<file path="config.mk">
export PLATFORM = sky130hd
export DESIGN_NAME = f2dt_fifo
export DESIGN_NICKNAME = d
export VERILOG_FILES = /design/src/f2dt_pkg.sv /design/src/f2dt_fifo.sv
export SDC_FILE = /design/constraint.sdc
export NUM_CORES = 1
export LEC_CHECK = 0
export ABC_AREA = 1
export BUFFER_PORTS_ARGS = -buffer_cell sky130_fd_sc_hd__buf_2
export CAP_MARGIN = 20
export CORE_ASPECT_RATIO = 1.4
export CORE_UTILIZATION = 38
export DETAILED_ROUTE_END_ITERATION = 10
export GPL_ROUTABILITY_DRIVEN = 0
export PLACE_DENSITY_LB_ADDON = 0.2
export SYNTH_ARGS = -nofsm -noshare
export SYNTH_HDL_FRONTEND = slang
export SYNTH_SLANG_ARGS = --single-unit
</file>
<file path="constraint.sdc">
create_clock -name clk -period 2.19 [get_ports clk]
set_input_delay 0.1095 -clock clk [delete_from_list [all_inputs] [get_ports clk]]
set_output_delay 0.1095 -clock clk [all_outputs]
set_load 0.02 [all_outputs]
</file>
<file path="src/f2dt_pkg.sv">
package f2dt_pkg;

	localparam int FLOAT_W = 32;
	localparam int CHAR_W = 7;
	localparam int THOU_W = 24;
	localparam int PROD_W = 34;
	localparam int NUM_DIGITS = 7;

	localparam logic [7:0] EXP_SPECIAL = 8'hFF;
	localparam logic [7:0] SUBNORM_SHIFT = 8'd149;
	localparam logic [7:0] NORM_SHIFT_BASE = 8'd150;
	localparam logic [7:0] SHIFT_ZERO_LIMIT = 8'd40;
	localparam logic [30:0] OVF_LIMIT = 31'h461C3FFF;
	localparam logic [9:0] SCALE = 10'd1000;

	// x / 10 == (x * RECIP10) >> RECIP_SHIFT for every x below 2**26.
	localparam logic [23:0] RECIP10 = 24'hCCCCCD;
	localparam int RECIP_SHIFT = 27;

	localparam logic [CHAR_W-1:0] CH_SPACE = 7'h20;
	localparam logic [CHAR_W-1:0] CH_MINUS = 7'h2D;
	localparam logic [CHAR_W-1:0] CH_POINT = 7'h2E;
	localparam logic [2:0] CH_DIGIT_HI = 3'b011;
	localparam logic [CHAR_W-1:0] CH_A = 7'h61;
	localparam logic [CHAR_W-1:0] CH_F = 7'h66;
	localparam logic [CHAR_W-1:0] CH_I = 7'h69;
	localparam logic [CHAR_W-1:0] CH_N = 7'h6E;
	localparam logic [CHAR_W-1:0] CH_O = 7'h6F;
	localparam logic [CHAR_W-1:0] CH_V = 7'h76;

	typedef enum logic [1:0] {
		CLS_NUM = 2'd0,
		CLS_NAN = 2'd1,
		CLS_INF = 2'd2,
		CLS_OVF = 2'd3
	} cls_t;

	typedef logic [NUM_DIGITS-1:0][3:0] digits_t;

	// Classified value with its magnitude scaled to thousandths.
	typedef struct packed {
		cls_t cls;
		logic neg;
		logic [THOU_W-1:0] thou;
	} fixed_t;

	// Queue entry: digit 0 is the thousandths digit, digit 6 the thousands digit.
	typedef struct packed {
		cls_t cls;
		logic neg;
		digits_t digits;
	} entry_t;

endpackage

</file>
<file path="src/f2dt_fifo.sv">
module f2dt_fifo #(
	parameter int DEPTH = 2
) (
	input logic clk,
	input logic arst_n,
	input logic push_valid,
	input f2dt_pkg::entry_t push_data,
	output logic push_ready,
	output logic pop_valid,
	output f2dt_pkg::entry_t pop_data,
	input logic pop
);
	import f2dt_pkg::*;

	localparam int PTR_W = $clog2(DEPTH);
	localparam int CNT_W = $clog2(DEPTH + 1);

	entry_t mem_q [DEPTH];
	logic [PTR_W-1:0] wr_q, rd_q;
	logic [CNT_W-1:0] count_q;
	logic do_push, do_pop;

	assign push_ready = (count_q != CNT_W'(DEPTH));
	assign pop_valid = (count_q != '0);
	assign do_push = push_valid && push_ready;
	assign do_pop = pop && pop_valid;
	assign pop_data = mem_q[rd_q];

	always_ff @(posedge clk or negedge arst_n) begin
		if (!arst_n) begin
			wr_q <= '0;
			rd_q <= '0;
			count_q <= '0;
		end else begin
			if (do_push) begin
				wr_q <= (wr_q == PTR_W'(DEPTH - 1)) ? '0 : wr_q + 1'b1;
			end
			if (do_pop) begin
				rd_q <= (rd_q == PTR_W'(DEPTH - 1)) ? '0 : rd_q + 1'b1;
			end
			if (do_push && !do_pop) begin
				count_q <= count_q + 1'b1;
			end else if (do_pop && !do_push) begin
				count_q <= count_q - 1'b1;
			end
		end
	end

	always_ff @(posedge clk) begin
		if (do_push) begin
			mem_q[wr_q] <= push_data;
		end
	end

endmodule

</file>
==> impl_metrics.ini <==
[timing]
slew_headroom_pct = 65.8
maxSlewViolCount = 0
fmax_mhz = 582
rsz0062_at_grt = no
min_period_over_period_pct = 78.4
setup_viol = 0
min_period_ns = 1.72
hold_slack_ns = 0.0407
skew_ns = 0.00855
fin_tns_setup_ns = 0
max_slew.worst_pin.slew_ns = 0.513
final_hold_viol_count = 0

[cts]
cts_resized = 0
cts-htree-levels = 3
post_cts_buffers = 0
cts.reportedPaths.clkPinSlew_ns = 0.06
clock_latency_ns = 0.34
cts_hold_buf = 32
cts_made_buffers = 9
cts_tree = yes
cts-root-buf = clkbuf_8
numClockSinks = 66
clock_path_buffers = 2

[synthesis]
synth_fp_nets = 227
synth_top_family_by_area = simple AND/OR/NAND/NOR gates
synth.distinct_cells = 16
synth_compound_area_share_pct = 0
synth_top_cell_area_share_pct = 72.4
ys_warn_count = 0
synth-xor-area-share_pct = 0.973
synth_area_per_cell_um2 = 13.5
synthSimpleGateAreaFrac_pct = 17.7
synth-adder-area-share_pct = 0.487
synth_area_leaders = edfxtp_1, nand2_1, dfrtp_1, nand2_2, buf_6
netlist.top_cell.by_area = edfxtp_1
ys_seq_elements = 66
netlist_instances = 191
ys_seq_area_share_pct = 76.3
synth_area_mm2 = 0.00257
synth.area.mux_share_pct = 0

[drt]
drtAntennaViolNets = 0
dr.pass1.iters = 4
drt_iter0_markers = 61
routed_wl_mm = 4.60
drcViolationCount = 0
wire_per_inst_um = 12.2
vias = 1692
drt-vias-per-instance = 4.49

[worst_hold_path]
hp-class = in -> reg
hp-start = pop
hold_depth = 3
hold-path-endpoint = rd_q$_DFFE_PN0P_

[global_route]
grt_overflow_total = 0
antenna_found_initial = 0
grt_max_degree = 33
grt_pass1_wl_mm = 7.28
grt_pass1_vias = 1643
grt_usage_pct = 14.1

[power]
leakage_uw = 0.00152
p_seq_share_pct = 41.5
swShare_pct = 37.9
p_int_uw = 2780
pwr-share-comb_pct = 38.1
p_switching_uw = 1690
ir_drop_mv = 0.544
power_density_mw_per_mm2 = 1290
clkPwrFrac_pct = 20.4

[worst_setup_path]
setup.worst_path.end_class = primary output
rrSetupSlack_ns = 0.78
path_class = reg -> out
reg2regPathDepth = 9
worstSetupStartpointType = flop
path_max_fanout = 13
rr_startpoint = count_q[0]$_DFFE_PN0P_
r2r-end = count_q[1]$_DFFE_PN0P_
cp.required_ns = 2.08
crit_arrival_ns = 1.61

[run_status]
status = finished clean

[floorplan]
die_w_um = 71.5
initial_utilization_pct = 39.1
row_count = 35
pin_count = 68
die_h_um = 99.3
core_region_area_mm2 = 0.00657
die_area_mm2 = 0.00710

[layout]
drive_gt1_share_pct = 34.7
finalInstanceArea_mm2 = 0.00347
fin_util_pct = 52.8
layout.nets = 336
diodes = 0
finalNonFillerCells = 377
area_delta_synth_final_pct = 34.9

[flow_run]
maxCapViolations = 0

[placement]
dp_hpwl_mm = 2.90
portBuffers = 67
dp.cells = 331
post_dp_cell_area_mm2 = 0.00298
## layer usage
metal | vias up | wire (um) | GRT usage (%)
met5 | - | 0 | 0
met2 | 38 | 2410 | 24.7
li1 | 851 | - | -
met3 | 8 | 178 | 4.05
met1 | 795 | 1910 | 14.7
met4 | 0 | 104 | 9.05
## power groups by stage
stage          sequential [uW]  clock [uW]  combinational [uW]
2_1_floorplan             1840           0                1260
3_3_place_gp              1880           0                1680
3_5_place_dp              1890           0                1690
4_1_cts                   1860         942                1740
5_1_grt                   1890         989                1870
6_report                  1860         912                1700
## synth_stat cells (all sizes together)
| master | instances |
|---|---|
| nand4 | 1 |
| ha | 1 |
| nand3 | 2 |
| inv | 7 |
| xor2 | 1 |
| buf | 7 |
| nand2 | 103 |
| edfxtp | 62 |
| dfrtp | 4 |
| nor2 | 2 |
| xnor2 | 1 |
## cell families (layout without fill, tap and decap cells)
kind of cell               count (synthesis)  count (layout)
adders and majority gates                  1               1
and+or+nand+nor                          108             108
DFF                                       66              66
xor gates and xnor gates                   2               2
buffers and inverters                     14             126
## state kept, by name, indices dropped and copies added (netlist names)
register / cells
count_q: 2
mem_q: 62
rd_q: 1
wr_q: 1
## final cells by class
type | instances | area [um^2]
inverters | 7 | 33.8
multi-input cells | 111 | 508
well taps | 74 | 92.6
fillers | 581 | 3100
repair buffers | 105 | 701
clock buffers | 9 | 124
clock inverters | 5 | 47.5
flip-flops and latches | 66 | 1960
## stage by stage
step | power, uW | worst slack (ns)
6_report | 4480 | 0.472
5_1_grt | 4740 | 0.372
4_1_cts | 4540 | 0.435
3_5_place_dp | 3580 | 0.784
3_3_place_gp | 3560 | 0.815
2_1_floorplan | 3100 | -0.161
## cell usage in the layout (no fill, tap or decap)
| cell type | n |
|---|---|
| nand2_1 | 89 |
| buf_2 | 67 |
| edfxtp_1 | 62 |
| dlygate4sd3_1 | 32 |
| nand2_2 | 12 |
| clkbuf_8 | 9 |
| buf_4 | 6 |
| inv_1 | 4 |
| dfrtp_1 | 4 |
| inv_2 | 2 |
| nand2_4 | 2 |
| nor2_4 | 2 |
| nand3_1 | 2 |
| clkinv_2 | 2 |
| clkinv_1 | 2 |
| inv_8 | 1 |
| xnor2_1 | 1 |
| xor2_2 | 1 |
| nand4_1 | 1 |
| ha_1 | 1 |
| bufinv_16 | 1 |
## critical path, stage by stage, from the launching register on
cell	delay, ns
dfrtp_1	0.66
buf_4	0.30
nand2_1	0.08
nand2_1	0.07
buf_2	0.16
## worst max-delay path by stage
| stage | start | end | slack, ns | depth (start not counted) |
|---|---|---|---|---|
| finish | rd_q$_DFFE_PN0P_ | pop_data[11] | 0.47 | 4 |
| global route | rd_q$_DFFE_PN0P_ | pop_data[24] | 0.37 | 4 |
| CTS | rd_q$_DFFE_PN0P_ | pop_data[11] | 0.44 | 4 |
| detailed placement | count_q[0]$_DFFE_PN0P_ | count_q[1]$_DFFE_PN0P_ | 0.78 | 9 |
| global placement | count_q[0]$_DFFE_PN0P_ | count_q[1]$_DFFE_PN0P_ | 0.82 | 9 |
| floorplan | count_q[0]$_DFFE_PN0P_ | mem_q[0][0]$_DFFE_PP_ | -0.16 | 4 |
Power figures use the tool's default switching activity.
