## config.mk

```make
export PLATFORM = sky130hd
export DESIGN_NAME = f2dt_back_flat
export DESIGN_NICKNAME = d
export VERILOG_FILES = /design/src/f2dt_pkg.sv /design/src/f2dt_out_if.sv /design/src/f2dt_back.sv /design/src/flat_wrapper.sv
export SDC_FILE = /design/constraint.sdc
export NUM_CORES = 1
export LEC_CHECK = 0
export BUFFER_PORTS_ARGS = -buffer_cell sky130_fd_sc_hd__buf_4
export CAP_MARGIN = 40
export CORE_MARGIN = 10
export CORE_UTILIZATION = 30
export DETAILED_ROUTE_END_ITERATION = 16
export HOLD_SLACK_MARGIN = 0.08
export SLEW_MARGIN = 25
export SYNTH_ARGS = -nofsm -noshare
export SYNTH_HDL_FRONTEND = slang
export SYNTH_SLANG_ARGS = --single-unit
```

## constraint.sdc

```tcl
create_clock -name clk -period 8.6 [get_ports clk]
set_input_delay 0 -clock clk [delete_from_list [all_inputs] [get_ports clk]]
set_output_delay 0 -clock clk [all_outputs]
set_load 0.01 [all_outputs]
```

## src/f2dt_pkg.sv

```systemverilog
package f2dt_pkg;

	localparam int FLOAT_W = 32;
	localparam int CHAR_W = 7;
	localparam int THOU_W = 24;
	localparam int PROD_W = 34;
	localparam int NUM_DIGITS = 7;

	localparam logic [7:0] EXP_SPECIAL = 8'hFF;
	localparam logic [7:0] SUBNORM_SHIFT = 8'd149;
	localparam logic [7:0] NORM_SHIFT_BASE = 8'd150;
	localparam logic [7:0] SHIFT_ZERO_LIMIT = 8'd40;
	localparam logic [30:0] OVF_LIMIT = 31'h461C3FFF;
	localparam logic [9:0] SCALE = 10'd1000;

	// x / 10 == (x * RECIP10) >> RECIP_SHIFT for every x below 2**26.
	localparam logic [23:0] RECIP10 = 24'hCCCCCD;
	localparam int RECIP_SHIFT = 27;

	localparam logic [CHAR_W-1:0] CH_SPACE = 7'h20;
	localparam logic [CHAR_W-1:0] CH_MINUS = 7'h2D;
	localparam logic [CHAR_W-1:0] CH_POINT = 7'h2E;
	localparam logic [2:0] CH_DIGIT_HI = 3'b011;
	localparam logic [CHAR_W-1:0] CH_A = 7'h61;
	localparam logic [CHAR_W-1:0] CH_F = 7'h66;
	localparam logic [CHAR_W-1:0] CH_I = 7'h69;
	localparam logic [CHAR_W-1:0] CH_N = 7'h6E;
	localparam logic [CHAR_W-1:0] CH_O = 7'h6F;
	localparam logic [CHAR_W-1:0] CH_V = 7'h76;

	typedef enum logic [1:0] {
		CLS_NUM = 2'd0,
		CLS_NAN = 2'd1,
		CLS_INF = 2'd2,
		CLS_OVF = 2'd3
	} cls_t;

	typedef logic [NUM_DIGITS-1:0][3:0] digits_t;

	// Classified value with its magnitude scaled to thousandths.
	typedef struct packed {
		cls_t cls;
		logic neg;
		logic [THOU_W-1:0] thou;
	} fixed_t;

	// Queue entry: digit 0 is the thousandths digit, digit 6 the thousands digit.
	typedef struct packed {
		cls_t cls;
		logic neg;
		digits_t digits;
	} entry_t;

endpackage

```

## src/f2dt_out_if.sv

```systemverilog
interface f2dt_out_if;
	logic valid;
	logic ready;
	logic [f2dt_pkg::CHAR_W-1:0] text_char;
	logic last_char;

	modport source(output valid, output text_char, output last_char, input ready);
	modport sink(input valid, input text_char, input last_char, output ready);
endinterface

```

## src/f2dt_back.sv

```systemverilog
module f2dt_back (
	input logic clk,
	input logic arst_n,
	input logic ent_valid,
	input f2dt_pkg::entry_t ent,
	output logic pop,
	f2dt_out_if.source text
);
	import f2dt_pkg::*;

	logic [3:0] pos_q;
	logic out_valid_q;
	logic [CHAR_W-1:0] char_q;
	logic last_q;

	logic [3:0] nw;
	logic [3:0] len;
	logic [3:0] idx;
	logic [3:0] digit;
	logic [CHAR_W-1:0] sign_char;
	logic [CHAR_W-1:0] char_d;
	logic last_d;
	logic fire;

	assign sign_char = ent.neg ? CH_MINUS : CH_SPACE;

	// Number of integer digits printed, leading zeros dropped.
	always_comb begin
		if (ent.digits[6] != '0) begin
			nw = 4'd4;
		end else if (ent.digits[5] != '0) begin
			nw = 4'd3;
		end else if (ent.digits[4] != '0) begin
			nw = 4'd2;
		end else begin
			nw = 4'd1;
		end
	end

	assign len = (ent.cls == CLS_NUM) ? nw + 4'd5 : 4'd4;
	assign last_d = (pos_q == len - 4'd1);

	always_comb begin
		if (pos_q <= nw) begin
			idx = 4'd3 + nw - pos_q;
		end else begin
			idx = nw + 4'd4 - pos_q;
		end
		digit = ent.digits[idx[2:0]];
	end

	always_comb begin
		char_d = CH_SPACE;
		unique case (ent.cls)
			CLS_NAN: begin
				unique case (pos_q)
					4'd1: char_d = CH_N;
					4'd2: char_d = CH_A;
					4'd3: char_d = CH_N;
					default: char_d = CH_SPACE;
				endcase
			end
			CLS_INF: begin
				unique case (pos_q)
					4'd0: char_d = sign_char;
					4'd1: char_d = CH_I;
					4'd2: char_d = CH_N;
					default: char_d = CH_F;
				endcase
			end
			CLS_OVF: begin
				unique case (pos_q)
					4'd0: char_d = sign_char;
					4'd1: char_d = CH_O;
					4'd2: char_d = CH_V;
					default: char_d = CH_F;
				endcase
			end
			CLS_NUM: begin
				if (pos_q == 4'd0) begin
					char_d = sign_char;
				end else if (pos_q == nw + 4'd1) begin
					char_d = CH_POINT;
				end else begin
					char_d = {CH_DIGIT_HI, digit};
				end
			end
			default: char_d = CH_SPACE;
		endcase
	end

	assign fire = ent_valid && (!out_valid_q || text.ready);
	assign pop = fire && last_d;

	always_ff @(posedge clk or negedge arst_n) begin
		if (!arst_n) begin
			pos_q <= '0;
			out_valid_q <= 1'b0;
		end else begin
			if (fire) begin
				pos_q <= last_d ? '0 : pos_q + 4'd1;
				out_valid_q <= 1'b1;
			end else if (text.ready) begin
				out_valid_q <= 1'b0;
			end
		end
	end

	always_ff @(posedge clk) begin
		if (fire) begin
			char_q <= char_d;
			last_q <= last_d;
		end
	end

	assign text.valid = out_valid_q;
	assign text.text_char = char_q;
	assign text.last_char = last_q;

endmodule

```

## src/flat_wrapper.sv

```systemverilog
// flat-port wrapper written by rule: the top's interface ports become plain ports
module f2dt_back_flat import f2dt_pkg::*;
  (clk, arst_n, ent_valid, ent, pop, text_valid, text_text_char, text_last_char, text_ready);
  f2dt_out_if text_i ();
  input logic clk;
  input logic arst_n;
  input logic ent_valid;
  input f2dt_pkg::entry_t ent;
  output logic pop;
  output wire logic [$bits(text_i.valid)-1:0] text_valid;
  output wire logic [$bits(text_i.text_char)-1:0] text_text_char;
  output wire logic [$bits(text_i.last_char)-1:0] text_last_char;
  input wire logic [$bits(text_i.ready)-1:0] text_ready;
  assign text_valid = text_i.valid;
  assign text_text_char = text_i.text_char;
  assign text_last_char = text_i.last_char;
  assign text_i.ready = text_ready;
  f2dt_back u_core (.clk(clk), .arst_n(arst_n), .ent_valid(ent_valid), .ent(ent), .pop(pop), .text(text_i));
endmodule
```

==> summary.md <==
| Metric | Value |
|---|---|
| Inserted Diodes | 0 |
| H-tree levels | 1 |
| Max-slew violation count | 0 |
| Die Wd | 90.5 µm |
| Max Used Layer | met4 |
| Clk slew on worst S/H paths | about 0.050 ns |
| Final setup fails | 0 |
| Final Hold Viols | 0 |
| CP most frequent cell | o21ai_1 |
| Period utilisation layout | 39.7% |
| Register area share after synthesis | between 20% and 30% |
| Synth area leader | edfxtp_1 |
| Fin nets | 250 |
| Initial Util | 31.3% |
| PD cells | 242 mW/mm² |
| Met2 wire length | just under 2000 µm |
| Synth top area cells | edfxtp_1, ha_1, dfrtp_1 |
| Critical path launch point type | input pin |
| DIE HEIGHT | 90.5 µm |
| Router iterations before antenna repair | 4 |
| Yosys reg bits | 12 |
| Largest net degree at the start of global routing | 16 |
| WL met3 | 206 µm |
| First-pass GRT wire length | 6820 µm |
| Initial DRC Count | ~70 |
| Fin cells | 268 |
| GPL Wtd Cong | ~0.84 |
| Final TNS setup | 0 ns |
| # rows | 25 |
| Critical Path End Type | flop |
| Inserted Clock Buffers | 3 |
| CP Class | in2reg |
| CTS tree | built |
| Largest stage delay on the critical path | 0.61 ns |
| Post-synthesis cell type count | 61 |
| YS warnings | 0 |
| Commonest non-fill, non-tap cells in the layout | buf_4, nand2_1, nor2_1, ha_1, inv_1 |
| Worst hold slack | approximately 0.093 ns |
| PostCTS Resize Cnt | 0 |
| CTS max path bufs | 2 |
| Crit path buf inv count | 2 |
| Syn nets | 206 |
| DP Cell Count | 261 |
| Lkg Pwr | 0.000827 µW |
| RSZ-0062 raised after global routing | no |
| Hpwl dp | between 3000 and 4000 µm |
| Max-cap violation count | 0 |
| Io pins | 45 |
| Fill count | 501 |
| # port buffers | 43 |
| Hold/Removal Path Class | in2async |
| Chain of cells forming the critical path | buf_4 -> or4_1 -> o21ai_1 -> inv_1 -> ha_1 -> fa_1 -> and2b_4 -> nor3_2 -> a221oi_4 -> mux4_1 -> o31ai_1 -> o21ai_1 |
| Worst path slowest cell | mux4_1 |
| Fmax | 293 MHz |
| Final Critical Period | 3.42 ns |
| WL/cell | 15.3 µm |
| Post-Syn Instances | 158 |
| Commonest non-fill, non-tap cell in the layout | buf_4 |
| Clock Latency Late Sink | 0.24 ns |
| Mapped Area | 0.00149 mm² |
| Vias in the first global route | 1411 |
| Initial antenna violation count | 0 |
| Critical Path RT | 8.58 ns |
| CP arrival | 3.40 ns |
| CTS sink count | 12 |
| Core area | approximately 0.0048 mm² |
| Vias | 1386 |
| Synthesized area per cell | 9.42 µm² |
| Peak fanout along the critical path | 6 |
| EDFF count, synth | 7 |
| Tot GR Track Use | 9.92% |
| Peak supply drop | 0.0000853 V |
| Vias per std cell | 5.17 |
| Synth async-reset ratio | a little over two fifths |
| Remaining antenna violation count | 0 |
| Slew HR | a little under three fifths |
| Status | finished, final reports clean |
| Tightest Pin Transition | 0.640 ns |
| Clk_skew | 0.00226 ns |
| Post-CTS Setup Repair Bufs | 0 |
| WL met1 | 1890 µm |
| Share of layout cells above drive strength 1 | roughly a third |
| Root buf cell | clkbuf_8 |
| Synth top area share | 14.1% |
| Overflow after GRT | 0 |
| P&R area growth vs syn | 29.3% |
| Remaining DRCs | 0 |
| Post-synth top flop | edfxtp_1 |
| Critical path's top delay family | compound AO/OA/AOI/OAI gates |
| Die Area | 0.00818 mm² |
| Overall routed net length | 4100 µm |
[cell usage after synthesis, types with 3 or more instances]
cell type,number
dfrtp_1,5
nand2_1,13
o21ai_1,3
clkbuf_1,4
inv_1,8
nand2b_1,7
nand3_1,4
o21ai_0,3
a21o_1,3
a21oi_1,7
a31oi_1,4
nor2_1,12
o211ai_1,4
mux2i_1,4
edfxtp_1,7
ha_1,12
o2111a_1,3
[layer usage]
metal | vias to the layer above | global-route usage (%)
met3 | 4 | 3.16
li1 | 688 | -
met4 | 0 | 1.99
met1 | 649 | 12.0
met2 | 45 | 16.7
met5 | - | 0
[through the flow]
step	util, %	total power (µW)	setup slack [ns]	area, µm²
floorplan	-	350	5.31	1490
CTS	40.5	468	5.19	1930
finish	40.5	465	5.18	1930
global route	40.5	506	4.98	1930
global placement	38.9	411	5.02	1850
detailed placement	38.9	413	4.94	1850
[layout make-up]
cell class                      instances  area [µm²]  area share [%]
Clock buffer                            4        45.0            2.34
Inverter                                8        30.0            1.56
Multi-Input combinational cell        131        1080            56.0
Sequential cell                        12         335            17.4
Tap cell                               67        83.8            4.35
Timing Repair Buffer                   46         353            18.3
[report_power, final]
part,internal [µW],switching [µW],leakage (µW)
clock network,32.7,20.8,0.0000228
logic,148,167,0.000680
registers,76.1,20.8,0.000125
[worst paths after layout]
check                           slack [ns]                  endpoint            start  depth (start not counted)
worst max-delay path                  5.18  u_core.text.text_char[3]          ent[21]                         12
worst min-delay path                  0.09           u_core.pos_q[3]           arst_n                          2
worst max register to register        5.21  u_core.text.text_char[3]  u_core.pos_q[0]                          9
worst min register to register        0.71           u_core.pos_q[0]  u_core.pos_q[0]                          2
max in group asynchronous             8.40           u_core.pos_q[2]           arst_n                          2
min in group clk                      0.17  u_core.text.text_char[4]          ent[29]                          3
[flip-flops by register name, summed over array words and instances (netlist names)]
register and flops:
u_core.text.text_char 6, u_core.text.last_char 1, u_core.text.valid 1, u_core.pos_q 4
[cells by family after synthesis]
group                      share of synthesized area (%)
and+or+nand+nor                                     21.1
DFF                                                 22.5
buffers and inverters                               5.04
AOI/OAI and AO/OA                                   27.2
other                                              0.252
muxes                                               8.99
adders and majority gates                           11.4
xor gates and xnor gates                            3.45
[repair_timing]
action,CTS,global route
endpoints found under the setup margin,0,0
hold buffers,3,0
hold endpoints to repair,6,0
(Power assumes the default switching activity.)
