--- src/f2dt_pkg.sv ---
package f2dt_pkg;

	localparam int FLOAT_W = 32;
	localparam int CHAR_W = 7;
	localparam int THOU_W = 24;
	localparam int PROD_W = 34;
	localparam int NUM_DIGITS = 7;

	localparam logic [7:0] EXP_SPECIAL = 8'hFF;
	localparam logic [7:0] SUBNORM_SHIFT = 8'd149;
	localparam logic [7:0] NORM_SHIFT_BASE = 8'd150;
	localparam logic [7:0] SHIFT_ZERO_LIMIT = 8'd40;
	localparam logic [30:0] OVF_LIMIT = 31'h461C3FFF;
	localparam logic [9:0] SCALE = 10'd1000;

	// x / 10 == (x * RECIP10) >> RECIP_SHIFT for every x below 2**26.
	localparam logic [23:0] RECIP10 = 24'hCCCCCD;
	localparam int RECIP_SHIFT = 27;

	localparam logic [CHAR_W-1:0] CH_SPACE = 7'h20;
	localparam logic [CHAR_W-1:0] CH_MINUS = 7'h2D;
	localparam logic [CHAR_W-1:0] CH_POINT = 7'h2E;
	localparam logic [2:0] CH_DIGIT_HI = 3'b011;
	localparam logic [CHAR_W-1:0] CH_A = 7'h61;
	localparam logic [CHAR_W-1:0] CH_F = 7'h66;
	localparam logic [CHAR_W-1:0] CH_I = 7'h69;
	localparam logic [CHAR_W-1:0] CH_N = 7'h6E;
	localparam logic [CHAR_W-1:0] CH_O = 7'h6F;
	localparam logic [CHAR_W-1:0] CH_V = 7'h76;

	typedef enum logic [1:0] {
		CLS_NUM = 2'd0,
		CLS_NAN = 2'd1,
		CLS_INF = 2'd2,
		CLS_OVF = 2'd3
	} cls_t;

	typedef logic [NUM_DIGITS-1:0][3:0] digits_t;

	// Classified value with its magnitude scaled to thousandths.
	typedef struct packed {
		cls_t cls;
		logic neg;
		logic [THOU_W-1:0] thou;
	} fixed_t;

	// Queue entry: digit 0 is the thousandths digit, digit 6 the thousands digit.
	typedef struct packed {
		cls_t cls;
		logic neg;
		digits_t digits;
	} entry_t;

endpackage

--- src/f2dt_in_if.sv ---
interface f2dt_in_if;
	logic valid;
	logic ready;
	logic [f2dt_pkg::FLOAT_W-1:0] float_bits;

	modport source(output valid, output float_bits, input ready);
	modport sink(input valid, input float_bits, output ready);
endinterface

--- src/f2dt_front.sv ---
module f2dt_front (
	input logic clk,
	input logic arst_n,
	f2dt_in_if.sink value,
	output logic fx_valid,
	output f2dt_pkg::fixed_t fx,
	input logic fx_ready
);
	import f2dt_pkg::*;

	logic en1, en2, en3;
	logic v1_q, v2_q, v3_q;
	logic [FLOAT_W-1:0] bits_s1;

	logic [7:0] expf;
	logic [22:0] mant;
	logic [23:0] sig;
	logic [7:0] shift;
	cls_t cls_d;
	logic [PROD_W-1:0] prod;

	cls_t cls_s2;
	logic neg_s2;
	logic zero_s2;
	logic [5:0] sh_s2;
	logic [PROD_W-1:0] prod_s2;

	logic [PROD_W-1:0] scaled;
	logic [25:0] rounded;
	fixed_t fx_s3;

	assign en3 = !v3_q || fx_ready;
	assign en2 = !v2_q || en3;
	assign en1 = !v1_q || en2;
	assign value.ready = en1;

	assign expf = bits_s1[30:23];
	assign mant = bits_s1[22:0];

	always_comb begin
		if (expf == EXP_SPECIAL) begin
			cls_d = (mant != '0) ? CLS_NAN : CLS_INF;
		end else if (bits_s1[30:0] > OVF_LIMIT) begin
			cls_d = CLS_OVF;
		end else begin
			cls_d = CLS_NUM;
		end
		if (expf == '0) begin
			sig = {1'b0, mant};
			shift = SUBNORM_SHIFT;
		end else begin
			sig = {1'b1, mant};
			shift = NORM_SHIFT_BASE - expf;
		end
	end

	assign prod = PROD_W'(sig) * PROD_W'(SCALE);

	// Round half up: floor(p / 2^s + 1/2) == (floor(p / 2^(s-1)) + 1) >> 1.
	assign scaled = prod_s2 >> sh_s2;
	assign rounded = {1'b0, scaled[24:0]} + 26'd1;

	always_comb begin
		fx_s3.cls = cls_s2;
		fx_s3.neg = neg_s2;
		fx_s3.thou = zero_s2 ? '0 : rounded[THOU_W:1];
	end

	always_ff @(posedge clk or negedge arst_n) begin
		if (!arst_n) begin
			v1_q <= 1'b0;
			v2_q <= 1'b0;
			v3_q <= 1'b0;
		end else begin
			if (en1) begin
				v1_q <= value.valid;
			end
			if (en2) begin
				v2_q <= v1_q;
			end
			if (en3) begin
				v3_q <= v2_q;
			end
		end
	end

	always_ff @(posedge clk) begin
		if (en1 && value.valid) begin
			bits_s1 <= value.float_bits;
		end
		if (en2 && v1_q) begin
			cls_s2 <= cls_d;
			neg_s2 <= bits_s1[31];
			zero_s2 <= (shift >= SHIFT_ZERO_LIMIT);
			sh_s2 <= 6'(shift - 8'd1);
			prod_s2 <= prod;
		end
		if (en3 && v2_q) begin
			fx <= fx_s3;
		end
	end

	assign fx_valid = v3_q;

endmodule

--- src/flat_wrapper.sv ---
// flat-port wrapper written by rule: the top's interface ports become plain ports
module f2dt_front_flat import f2dt_pkg::*;
  (clk, arst_n, fx_valid, fx, fx_ready, value_valid, value_float_bits, value_ready);
  f2dt_in_if value_i ();
  input logic clk;
  input logic arst_n;
  output logic fx_valid;
  output f2dt_pkg::fixed_t fx;
  input logic fx_ready;
  input wire logic [$bits(value_i.valid)-1:0] value_valid;
  input wire logic [$bits(value_i.float_bits)-1:0] value_float_bits;
  output wire logic [$bits(value_i.ready)-1:0] value_ready;
  assign value_i.valid = value_valid;
  assign value_i.float_bits = value_float_bits;
  assign value_ready = value_i.ready;
  f2dt_front u_core (.clk(clk), .arst_n(arst_n), .value(value_i), .fx_valid(fx_valid), .fx(fx), .fx_ready(fx_ready));
endmodule
--- config.mk ---
export PLATFORM = sky130hd
export DESIGN_NAME = f2dt_front_flat
export DESIGN_NICKNAME = d
export VERILOG_FILES = /design/src/f2dt_pkg.sv /design/src/f2dt_in_if.sv /design/src/f2dt_front.sv /design/src/flat_wrapper.sv
export SDC_FILE = /design/constraint.sdc
export NUM_CORES = 1
export LEC_CHECK = 0
export ABC_AREA = 1
export CORE_ASPECT_RATIO = 1.75
export CORE_MARGIN = 2
export CORE_UTILIZATION = 60
export CTS_BUF_LIST = sky130_fd_sc_hd__clkbuf_16
export CTS_CLUSTER_DIAMETER = 80
export DETAILED_ROUTE_END_ITERATION = 8
export DONT_BUFFER_PORTS = 1
export PLACE_DENSITY = 0.73
export SLEW_MARGIN = 20
export SYNTH_ARGS = -nofsm -noshare
export SYNTH_HDL_FRONTEND = slang
export SYNTH_SLANG_ARGS = --single-unit
--- constraint.sdc ---
create_clock -name clk -period 12.75 [get_ports clk]
set_clock_uncertainty 0.15 [all_clocks]
set_input_delay 1.275 -clock clk [delete_from_list [all_inputs] [get_ports clk]]
set_output_delay 1.275 -clock clk [all_outputs]
set_load 0.01 [all_outputs]
==> results_dict.tcl <==
set metrics [dict create \
    grt_setup_unrepaired "no" \
    grt_max_degree 42 \
    initial_core_util 0.6072 \
    gp_congestion 0.9591 \
    fmax_ghz 0.1924 \
    dpl.hpwl_um 20620 \
    path_cells "fa_1 > fa_1 > inv_1 > fa_1 > fa_1 > inv_1 > ha_1 > a21oi_1 > nand2_1 > a21boi_0 > o21ai_0 > a21oi_1 > o21ai_0 > nand2_1 > nand2_1 > xor2_1" \
    synth_nets 1406 \
    yosysMostFrequentCell "nand2_1" \
    drt-total-wl_um 24550 \
    dieArea_um2 18170 \
    cp.required_ps 12710 \
    maxSlewHeadroom 0.3411 \
    clk_pin_slew_ps 70 \
    antenna_found_initial 0 \
    multi_input_area_um2 6312 \
    final.fill_count 1510 \
    grt_usage 0.2889 \
    stdcell_area_um2 10730 \
    synth-main-ff-cell "edfxtp_1" \
    area_growth_pct 4.764 \
    cp_max_fo 7 \
    worst-path-buf-inv 2 \
    seq_area_um2 3078 \
    slowest_delay_ps 580 \
    cts_buffers 9 \
    outcome "completed" \
    finalWorstSetupSlack_ps 7554 \
    yosysSeqAreaShare 0.3005 \
    ys_ff_latch 103 \
    power.total_mw 2.756 \
    crit_path_top_delay_cell "fa_1" \
    grt_overflow 0 \
    syn_inst 1193 \
    pin_count 65 \
    fin_crit_ps 5196 \
    finalHoldViolCount 0 \
    maxCapViolations 0 \
    syn_area_per_cell_um2 8.585 \
    critPathArrivalTime_ps 5150 \
    drcViolationCount 0 \
    cp_common_cell "fa_1" \
    fin_nets 1394 \
    grt_pass1_vias 8142 \
    n_antenna_cell 0 \
    grt_first_pass_wirelength_um 39680 \
    cts_sinks 103 \
    worst-setup-path-type "flop to flop" \
    post_cts_resized 0 \
    synth_top_area_cell "edfxtp_1" \
    power_density_nw_per_um2 256.8 \
    start_kind "flop" \
    cts_tree "yes" \
    drive_gt1_frac 0.04806 \
    peakVddDrop_mv 0.1504 \
    yosys.area.top_type_share 0.2932 \
    syn_area_um2 10240 \
    via_per_inst 5.665 \
    cts_max_level 3 \
    cts_root_buffer "clkbuf_16" \
    end_kind "flop" \
    maxSlewViolCount 0 \
    hold_slack_ps 276.4 \
    post_dp_cell_area_um2 10430 \
    drtIter0Drc 340 \
    synth_warnings 0 \
    core_area_um2 16870 \
    clockBufferDepth 2 \
    io_buffers 0 \
    timing.final.crit_share 0.4076 \
    cts_hold_buf 0 \
    synth_edf_count 100 \
    post_drt_wl_per_cell_um 17.38 \
    dr.pass1.iters 5 \
    die_h_um 176.8 \
    num_vias 8005 \
    ys_types 44 \
    post-place-ws_ps 7625 \
    synth.area.top_cells "edfxtp_1 (29%), fa_1 (17%), ha_1 (11%), nand3_1 (10%), nand2_1 (8.0%)" \
    synth_commonest_cells "nand2_1 (217), nand3_1 (207), inv_1 (175)" \
    worstMarginPinSlew_ps 987.3 \
    postRouteAntennaNets 0 \
    postCtsSetupBuffers 0 \
    finalSetupTns_ps 0 \
    p_leak_nw 4.816 \
    clk_latency_ps 360 \
    rows 63 \
    critical-path-top-delay-family "adder cells" \
    async_flop_share 0.02913 \
    setup_violations 0 \
    dieWidth_um 102.8 \
    worstHoldPathType "flop to flop" \
]
==> cell type report <==
class | instances | share of cell area
Clock inverter | 7 | 0.007346
Multi-Input combinational cell | 875 | 0.5883
Tap cell | 227 | 0.02647
Clock buffer | 9 | 0.02099
Inverter | 184 | 0.06448
Timing Repair Buffer | 8 | 0.005597
Sequential cell | 103 | 0.2868
==> state kept, by name, summed over array words and instances, names as in the netlist <==
| register | count |
|---|---|
| u_core.fx | 27 |
| u_core.neg_s2 | 1 |
| u_core.cls_s2 | 2 |
| u_core.sh_s2 | 6 |
| u_core.v2_q | 1 |
| u_core.fx_valid | 1 |
| u_core.v1_q | 1 |
| u_core.zero_s2 | 1 |
| u_core.bits_s1 | 32 |
| u_core.prod_s2 | 31 |
==> routing by layer <==
layer  wire, µm  global-route usage
met2      13710              0.5381
met5          0                   0
met1       8493              0.2896
met4       1853              0.2034
met3        498             0.02646
==> where the power goes <==
group	switching (mW)	internal [mW]	total, mW
registers	0.0567	0.572	0.629
clock network	0.132	0.154	0.286
logic	1.15	0.687	1.84
==> kinds of logic after synthesis <==
family,count (synthesis),synth area share
DFF,103,0.3005
and+or+nand+nor,560,0.2506
buffers and inverters,215,0.08356
AOI/OAI and AO/OA,102,0.05534
adders and majority gates,177,0.2793
xor gates and xnor gates,36,0.03078
==> worst reg2reg max path, stage by stage, from the launching register on <==
cell and delay [ps]:
edfxtp_1 520, fa_1 580, fa_1 520, inv_1 50, fa_1 480, fa_1 510
inv_1 40, ha_1 350, a21oi_1 170, nand2_1 100, a21boi_0 400, o21ai_0 260
a21oi_1 310, o21ai_0 210, nand2_1 100, nand2_1 60, xor2_1 140
==> through the flow <==
step | instances | utilization
finish | 1413 | 0.6361
global route | 1413 | 0.6361
CTS | 1413 | 0.6361
detailed placement | 1397 | 0.6181
global placement | 1397 | 0.6181
floorplan | 1193 | -
==> cells in the final DEF, fill, tap and decap left out, types with 23 or more instances in the layout <==
cell type | netlist | final
nand2_1 | 217 | 217
nand3_1 | 207 | 207
inv_1 | 175 | 175
edfxtp_1 | 100 | 100
ha_1 | 91 | 91
fa_1 | 86 | 86
nor2_1 | 73 | 73
a21oi_1 | 52 | 51
o21ai_0 | 24 | 24
xor2_1 | 23 | 23
==> path summary, 6_finish.rpt <==
kind / start / end / slack (ps) / cells after the start
worst min register to register: u_core.cls_s2[1] / u_core.fx[26] / 280 / 0
worst max-delay path: u_core.bits_s1[0] / u_core.prod_s2[28] / 7550 / 16
max in group asynchronous: arst_n / u_core.v2_q / 11930 / 0
min in group asynchronous: arst_n / u_core.fx_valid / 450 / 0
worst max register to register: u_core.bits_s1[0] / u_core.prod_s2[28] / 7550 / 16
worst min-delay path: u_core.cls_s2[1] / u_core.fx[26] / 280 / 0
No activity file was read; power rests on OpenSTA's default activity.
